<file path="config.mk">
export PLATFORM = sky130hd
export DESIGN_NAME = cnmf_mean
export DESIGN_NICKNAME = d
export VERILOG_FILES = /design/src/rtl/cnmf_pkg.sv /design/src/rtl/cnmf_mean.sv
export SDC_FILE = /design/constraint.sdc
export NUM_CORES = 1
export LEC_CHECK = 0
export ABC_AREA = 1
export ABC_CLOCK_PERIOD_IN_PS = 18900
export BUFFER_PORTS_ARGS = -buffer_cell sky130_fd_sc_hd__clkbuf_2
export CAP_MARGIN = 25
export CORE_AREA = 2 2 167 169
export DETAILED_ROUTE_END_ITERATION = 6
export DIE_AREA = 0 0 169 171
export PLACE_DENSITY = 0.6
export RECOVER_POWER = 50
export SYNTH_ARGS = -nofsm -noshare
export SYNTH_HDL_FRONTEND = slang
export SYNTH_SLANG_ARGS = --single-unit
</file>
<file path="constraint.sdc">
create_clock -name i_clk -period 18.9 [get_ports i_clk]
set_input_delay 3.78 -clock i_clk [delete_from_list [all_inputs] [get_ports i_clk]]
set_output_delay 3.78 -clock i_clk [all_outputs]
set_load 0.03 [all_outputs]
</file>
<file path="src/rtl/cnmf_pkg.sv">
package cnmf_pkg;

    localparam int PIX_W   = 16;
    localparam int SUM_W   = 19;   // five 16-bit terms
    localparam int MAG_W   = 18;   // |sum| <= 5 * 32768
    localparam int CNT_W   = 3;
    localparam int MEAN_W  = 24;
    localparam int FRAC_W  = 8;
    localparam int RCP_W   = 25;
    localparam int RCP_SHIFT = 24;
    localparam int CFG_IDX_W  = 2;
    localparam int CFG_DATA_W = 16;

    localparam logic [CFG_IDX_W-1:0] CFG_IMAGE_WIDTH  = 2'd0;
    localparam logic [CFG_IDX_W-1:0] CFG_IMAGE_HEIGHT = 2'd1;
    localparam logic [CFG_IDX_W-1:0] CFG_INCLUDE_SELF = 2'd2;

    // ceil(2^24 / cnt); exact floor division for magnitudes below 2^18
    function automatic logic [RCP_W-1:0] recip_lut(input logic [CNT_W-1:0] cnt);
        logic [RCP_W-1:0] m;
        case (cnt)
            3'd1:    m = 25'd16777216;
            3'd2:    m = 25'd8388608;
            3'd3:    m = 25'd5592406;
            3'd4:    m = 25'd4194304;
            3'd5:    m = 25'd3355444;
            default: m = '0;
        endcase
        return m;
    endfunction

    // floor((rem * 256 + cnt / 2) / cnt)
    function automatic logic [FRAC_W-1:0] frac_lut(input logic [CNT_W-1:0] cnt,
                                                   input logic [CNT_W-1:0] rem);
        logic [FRAC_W-1:0] f;
        case ({cnt, rem})
            {3'd2, 3'd1}: f = 8'd128;
            {3'd3, 3'd1}: f = 8'd85;
            {3'd3, 3'd2}: f = 8'd171;
            {3'd4, 3'd1}: f = 8'd64;
            {3'd4, 3'd2}: f = 8'd128;
            {3'd4, 3'd3}: f = 8'd192;
            {3'd5, 3'd1}: f = 8'd51;
            {3'd5, 3'd2}: f = 8'd102;
            {3'd5, 3'd3}: f = 8'd154;
            {3'd5, 3'd4}: f = 8'd205;
            default:      f = '0;
        endcase
        return f;
    endfunction

endpackage

</file>
<file path="src/rtl/cnmf_mean.sv">
module cnmf_mean
    import cnmf_pkg::*;
(
    input  logic                     i_clk,
    input  logic                     i_load,
    input  logic signed [SUM_W-1:0]  i_sum,
    input  logic [CNT_W-1:0]         i_cnt,
    output logic [MEAN_W-1:0]        o_mean,
    output logic                     o_no_neighbours
);

    logic [SUM_W-1:0]         w_abs;
    logic [MAG_W-1:0]         w_mag;
    logic [MAG_W+RCP_W-1:0]   w_prod;

    logic                     r_neg;
    logic [MAG_W-1:0]         r_mag;
    logic [MAG_W-1:0]         r_quo;
    logic [CNT_W-1:0]         r_cnt;

    logic [MAG_W-1:0]         w_back;
    logic [MAG_W-1:0]         w_diff;
    logic [FRAC_W-1:0]        w_frac;
    logic [MAG_W+FRAC_W-1:0]  w_q;
    logic [MAG_W+FRAC_W-1:0]  w_q_neg;

    assign w_abs  = i_sum[SUM_W-1] ? (-i_sum) : i_sum;
    assign w_mag  = w_abs[MAG_W-1:0];
    assign w_prod = w_mag * recip_lut(i_cnt);

    always_ff @(posedge i_clk) begin
        if (i_load) begin
            r_neg <= i_sum[SUM_W-1];
            r_mag <= w_mag;
            r_cnt <= i_cnt;
            r_quo <= w_prod[RCP_SHIFT+MAG_W-1:RCP_SHIFT];
        end
    end

    // remainder is below cnt, so it fits the low bits
    assign w_back  = r_quo * MAG_W'(r_cnt);
    assign w_diff  = r_mag - w_back;
    assign w_frac  = frac_lut(r_cnt, w_diff[CNT_W-1:0]);
    assign w_q     = {r_quo, w_frac};
    assign w_q_neg = ~w_q + 1'b1;

    assign o_no_neighbours = (r_cnt == '0);
    assign o_mean = (r_cnt == '0) ? '0 :
                    r_neg ? w_q_neg[MEAN_W-1:0] : w_q[MEAN_W-1:0];

endmodule

</file>
Yosys cells after proc, flatten, opt, wreduce, memory -nomap -nowiden
Cells that the tools add are included.
Storage, ports and cells
  register bits after elaboration: 25
  bits in latches: 0
  memory bits (writable): 0
  bits in read-only memories: 0
  bits of input ports: 24
  output and inout port bits: 25
  word-level logic and storage cells: 32
  memories: 0
Operators by class
  add/sub/neg operators: 3
  multiply operators: 2
  div/mod/pow operators: 0
  $lt $le $gt $ge: 0
  equal/unequal tests: 15
  shifts and indexed selects: 0
  muxes and demuxes: 5
  bitwise logic cells: 1
  reductions and logical operators: 2
Operator list (count)
  25-bit one-hot mux with 5 select lines: 1
  8-bit one-hot mux with 9 select lines: 1
  24-bit two-way mux: 2
  6-bit equality test, second input constant: 7
  18-bit by 25-bit multiplier with 42-bit output: 1
  24-bit by 1-bit adder with 24-bit output, second input constant: 1
  24-bit inverter: 1
  6-bit by 5-bit equality test with 1-bit output, second input constant: 3
  18-bit by 3-bit multiplier with 3-bit output: 1
  18-bit two-way mux: 1
  18-bit negator: 1
  3-bit by 2-bit equality test with 1-bit output, second input constant: 2
  3-bit equality test, second input constant: 2
  3-bit by 1-bit equality test with 1-bit output, second input constant: 1
  3-bit logical NOT: 1
  3-bit subtractor: 1
  2-bit OR reduction: 1

Longest topological paths before layout
  depth in word-level cells: 9
  mapped depth: 41
  depth with buffers taken out: 41

Worst setup path after synthesis
No wires, ideal clock.
  path type: input to register
  start point: input i_sum[0]
  end point: register r_quo[13], data pin
  setup time: 0.259 ns
  data arrival time: 10.158 ns
  required time: 18.641 ns
  setup slack: 8.483 ns
  stages: 33
  buffers on the path: 0
  path through: inv_1 -> ha_1 -> inv_1 -> nor3_1 -> nand3_1 -> nor2_1 -> nand3_1 -> o31ai_1 -> xnor2_1 -> inv_1 -> nor2_1 -> fa_1 -> inv_1 -> fa_1 -> fa_1 -> inv_1 -> fa_1 -> fa_1 -> inv_1 -> fa_1 -> inv_1 -> ha_1 -> a21oi_1 -> inv_1 -> a31oi_1 -> nand2_1 -> a31oi_1 -> o21ai_0 -> a21oi_1 -> nor2_1 -> nand2_1 -> nand2_1 -> xor2_1
On the way
  cells in the longest elaborated chain, start to end: 3
Ends and longest elaborated chain
  from (decl): line cnmf_mean.sv:6  | input logic signed [SUM_W-1:0] i_sum,
  18-bit negator: line cnmf_mean.sv:27  | assign w_abs = i_sum[SUM_W-1] ? (-i_sum) : i_sum;
  18-bit two-way mux (*): line cnmf_mean.sv:27
  18-bit by 25-bit multiplier with 42-bit output (*): line cnmf_mean.sv:29  | assign w_prod = w_mag * recip_lut(i_cnt);
  net w_prod[37]: line cnmf_mean.sv:14  | logic [MAG_W+RCP_W-1:0] w_prod;
  to (signal assigned): line cnmf_mean.sv:36  | r_quo <= w_prod[RCP_SHIFT+MAG_W-1:RCP_SHIFT];
  to (decl): line cnmf_mean.sv:18  | logic [MAG_W-1:0] r_quo;
Mark *: on every way through the listed nets, which the timed path passes. The rest lies on a longest branch.
A chain may end at the register's enable or synchronous reset.

Worst setup path after layout
Same ends and word-level chain as after synthesis.

==> flow_summary.toml <==
[outcome]
status = "finished clean"

[placed_design]
hpwl_mm = 25.3
port_buffers = 48
placedCellCount = 1749
placed_cell_area_sq_mm = 0.0114
gp_congestion = 0.951

[grt]
first_global_vias = 8956
grt_usage_pct = 20.3
grt_use_met3_pct = 3.26
grt_max_degree = 24
antenna_found_initial = 0
met1_usage_pct = 26.6
grt-ovfl-total = 0
grt_use_met2_pct = 34.8
grt_pass1_wl_mm = 45.6
grt.busiest_layer = "met2"

[floorplanning]
initial_utilization_pct = 39.3
fp.dieW_um = 169
io_pins = 49
die_area_sq_mm = 0.0289
fp-row-count = 61
coreArea_sq_mm = 0.0273
die_h_um = 171

[clock_network]
cts-htree-levels = 1
cts_tree = "yes"
path_clk_slew_ns = 0.08
clk_path_buf_depth = 2
cts_buffers = 3
hold_buffers = 0
clock_sinks = 23
cts_setup_buffers = 0
ctsRootBufferMaster = "clkbuf_16"
cts_resized = 0

[flow_run]
cap_viol_max_count = 0

[synth]
synth_seq_cells = 23
synth_cell_types = 46
synth_warnings = 0
syn-num-nets = 1715
synthCells = 1363
synth_edf_count = 23
synth_ff_type = "edfxtp_1"
seq_area_frac_synth_pct = 6.44
synth_area_per_cell_sq_um = 7.87
synth_area_sq_mm = 0.0107
async_flop_share_pct = 0

[cells_and_area]
nNetsFinal = 1760
nFillCells = 2897
drive_above_1_share_pct = 5.05
instances_no_fill = 1753
fin_area_sq_mm = 0.0114
synthToLayoutAreaGrowth_pct = 6.65
layout_commonest_cell = "inv_1"
final_cell_mix = "418 x inv_1, 196 x fa_1, 175 x nand2_1, 151 x nor2_1, 132 x ha_1"
fin_util_pct = 41.9
antenna_cells = 0

[worst_hold_path]
min_to = "r_mag[0]"
hold_depth = 1
hp-start = "i_sum[0]"
min_path_type = "primary input to flop"

[worst_setup_path]
critPathCaptureType = "flop"
cp-start-kind = "primary input"
cp_slowest_cell = "fa_1"
cp.arrival_ns = 11.00
slowest_delay_ns = 0.55
crit_fanout = 6
required_ns = 18.91
cpMostUsedCell = "inv_1"
path_class = "primary input to flop"

[sta]
slew_violations = 0
finalSetupTns_ns = 0
slew_headroom_pct = 5.57
setup_viol = 0
grt_setup_unrepaired = "false"
max_freq_mhz = 91.0
fin_crit_ns = 10.99
tightest_slew_ns = 1.42
hold_viol = 0
holdWs_ns = 3.86
fin_crit_sh_pct = 58.2

[power]
p_switching_mw = 0.735
combPwrFrac_pct = 86.5
internal_power_mw = 0.506
pwr-share-clk_pct = 3.9
ir_drop_v = 0.0000558
cellPowerDensity_mw_per_mm2 = 108
swShare_pct = 59.2
seq_power_share_pct = 9.6
p_leak_nw = 6.41

[detailed_routing]
vias_per_cell = 4.81
drt_iter0_drc = 474
detail-route-antenna-nets = 0
routed_wirelength_mm = 27.8
firstDrtPassIters = 5
dr_total_vias = 8436
drc = 0
wire_per_inst_um = 15.9
-- power by group through the flow --
| stage | logic, mW | clock network [mW] | registers (mW) |
|---|---|---|---|
| 4_1_cts | 1.08 | 0.0495 | 0.119 |
| 2_1_floorplan | 0.829 | 0 | 0.111 |
| 3_5_place_dp | 1.07 | 0 | 0.120 |
| 3_3_place_gp | 1.07 | 0 | 0.119 |
| 6_report | 1.07 | 0.0484 | 0.120 |
| 5_1_grt | 1.24 | 0.0512 | 0.123 |
-- cell usage after synthesis, types with 4 or more instances --
| library cell | count | area [sq um] |
|---|---|---|
| xnor2_1 | 13 | 114 |
| clkbuf_1 | 8 | 30.0 |
| a21o_1 | 4 | 30.0 |
| nand2_2 | 6 | 37.5 |
| nand4_1 | 9 | 56.3 |
| inv_1 | 418 | 1570 |
| ha_1 | 132 | 1650 |
| fa_1 | 196 | 3920 |
| nor2_1 | 151 | 567 |
| nand2_1 | 175 | 657 |
| clkinv_1 | 4 | 15.0 |
| nand3_2 | 5 | 50.1 |
| o21ai_0 | 38 | 190 |
| nand3_1 | 38 | 190 |
| nor3_1 | 17 | 85.1 |
| a21oi_1 | 50 | 250 |
| xor2_1 | 23 | 201 |
| o21ai_1 | 6 | 30.0 |
| edfxtp_1 | 23 | 691 |
| nor2_2 | 4 | 25.0 |
| o31ai_1 | 5 | 37.5 |
-- how the worst max path moves through the flow --
stage / start / slack, ns / to / cells after the start
3_3_place_gp: i_sum[0] / 7.80 / r_quo[13] / 34
4_1_cts: i_sum[0] / 7.91 / r_quo[13] / 34
6_report: i_sum[0] / 7.91 / r_quo[13] / 34
3_5_place_dp: i_sum[0] / 7.64 / r_quo[13] / 34
2_1_floorplan: i_sum[0] / 8.48 / r_quo[13] / 33
5_1_grt: i_sum[0] / 7.16 / r_quo[13] / 34
-- state kept, by name (all words and copies together) (netlist names) --
register,cells
r_mag,3
r_cnt,3
r_quo,16
r_neg,1
-- critical path, delay by kind of cell --
kind / cells / cell delay, ns
fa+ha+maj: 8 / 3.57
simple gates: 9 / 1.35
xor+xnor: 2 / 0.28
compound gates: 6 / 1.15
buf+inv: 9 / 0.85
-- layout make-up --
| cell class | instances | area [sq um] | area share [%] |
|---|---|---|---|
| clock inverter | 1 | 5.00 | 0.0437 |
| timing repair buffer | 50 | 243 | 2.12 |
| sequential | 23 | 691 | 6.04 |
| tap | 346 | 433 | 3.78 |
| inverter | 423 | 1590 | 13.9 |
| clock buffer | 3 | 75.1 | 0.656 |
| multi-input combinational | 907 | 8410 | 73.5 |
-- layer usage --
layer	wire length, um	vias to the layer above
li1	-	4157
met1	12600	4039
met2	13000	205
met3	1500	35
met4	774	0
met5	0	-
-- logic make-up after synthesis --
logic type               after synthesis  share of synthesized area [%]
buffers and inverters                433                           15.2
AND/OR/NAND/NOR                      422                           17.1
adder cells (fa/ha/maj)              328                           52.0
AO/OA/AOI/OAI                        121                           6.39
XOR/XNOR                              36                           2.94
flip-flops                            23                           6.44
-- metrics by stage --
| stage | setup slack [ns] | power, mW |
|---|---|---|
| after detailed placement | 7.64 | 1.19 |
| after global placement | 7.80 | 1.18 |
| after global routing | 7.16 | 1.41 |
| after floorplan | 8.48 | 0.940 |
| final | 7.91 | 1.24 |
| after CTS | 7.91 | 1.25 |
No activity file was read; power rests on OpenSTA's default activity.
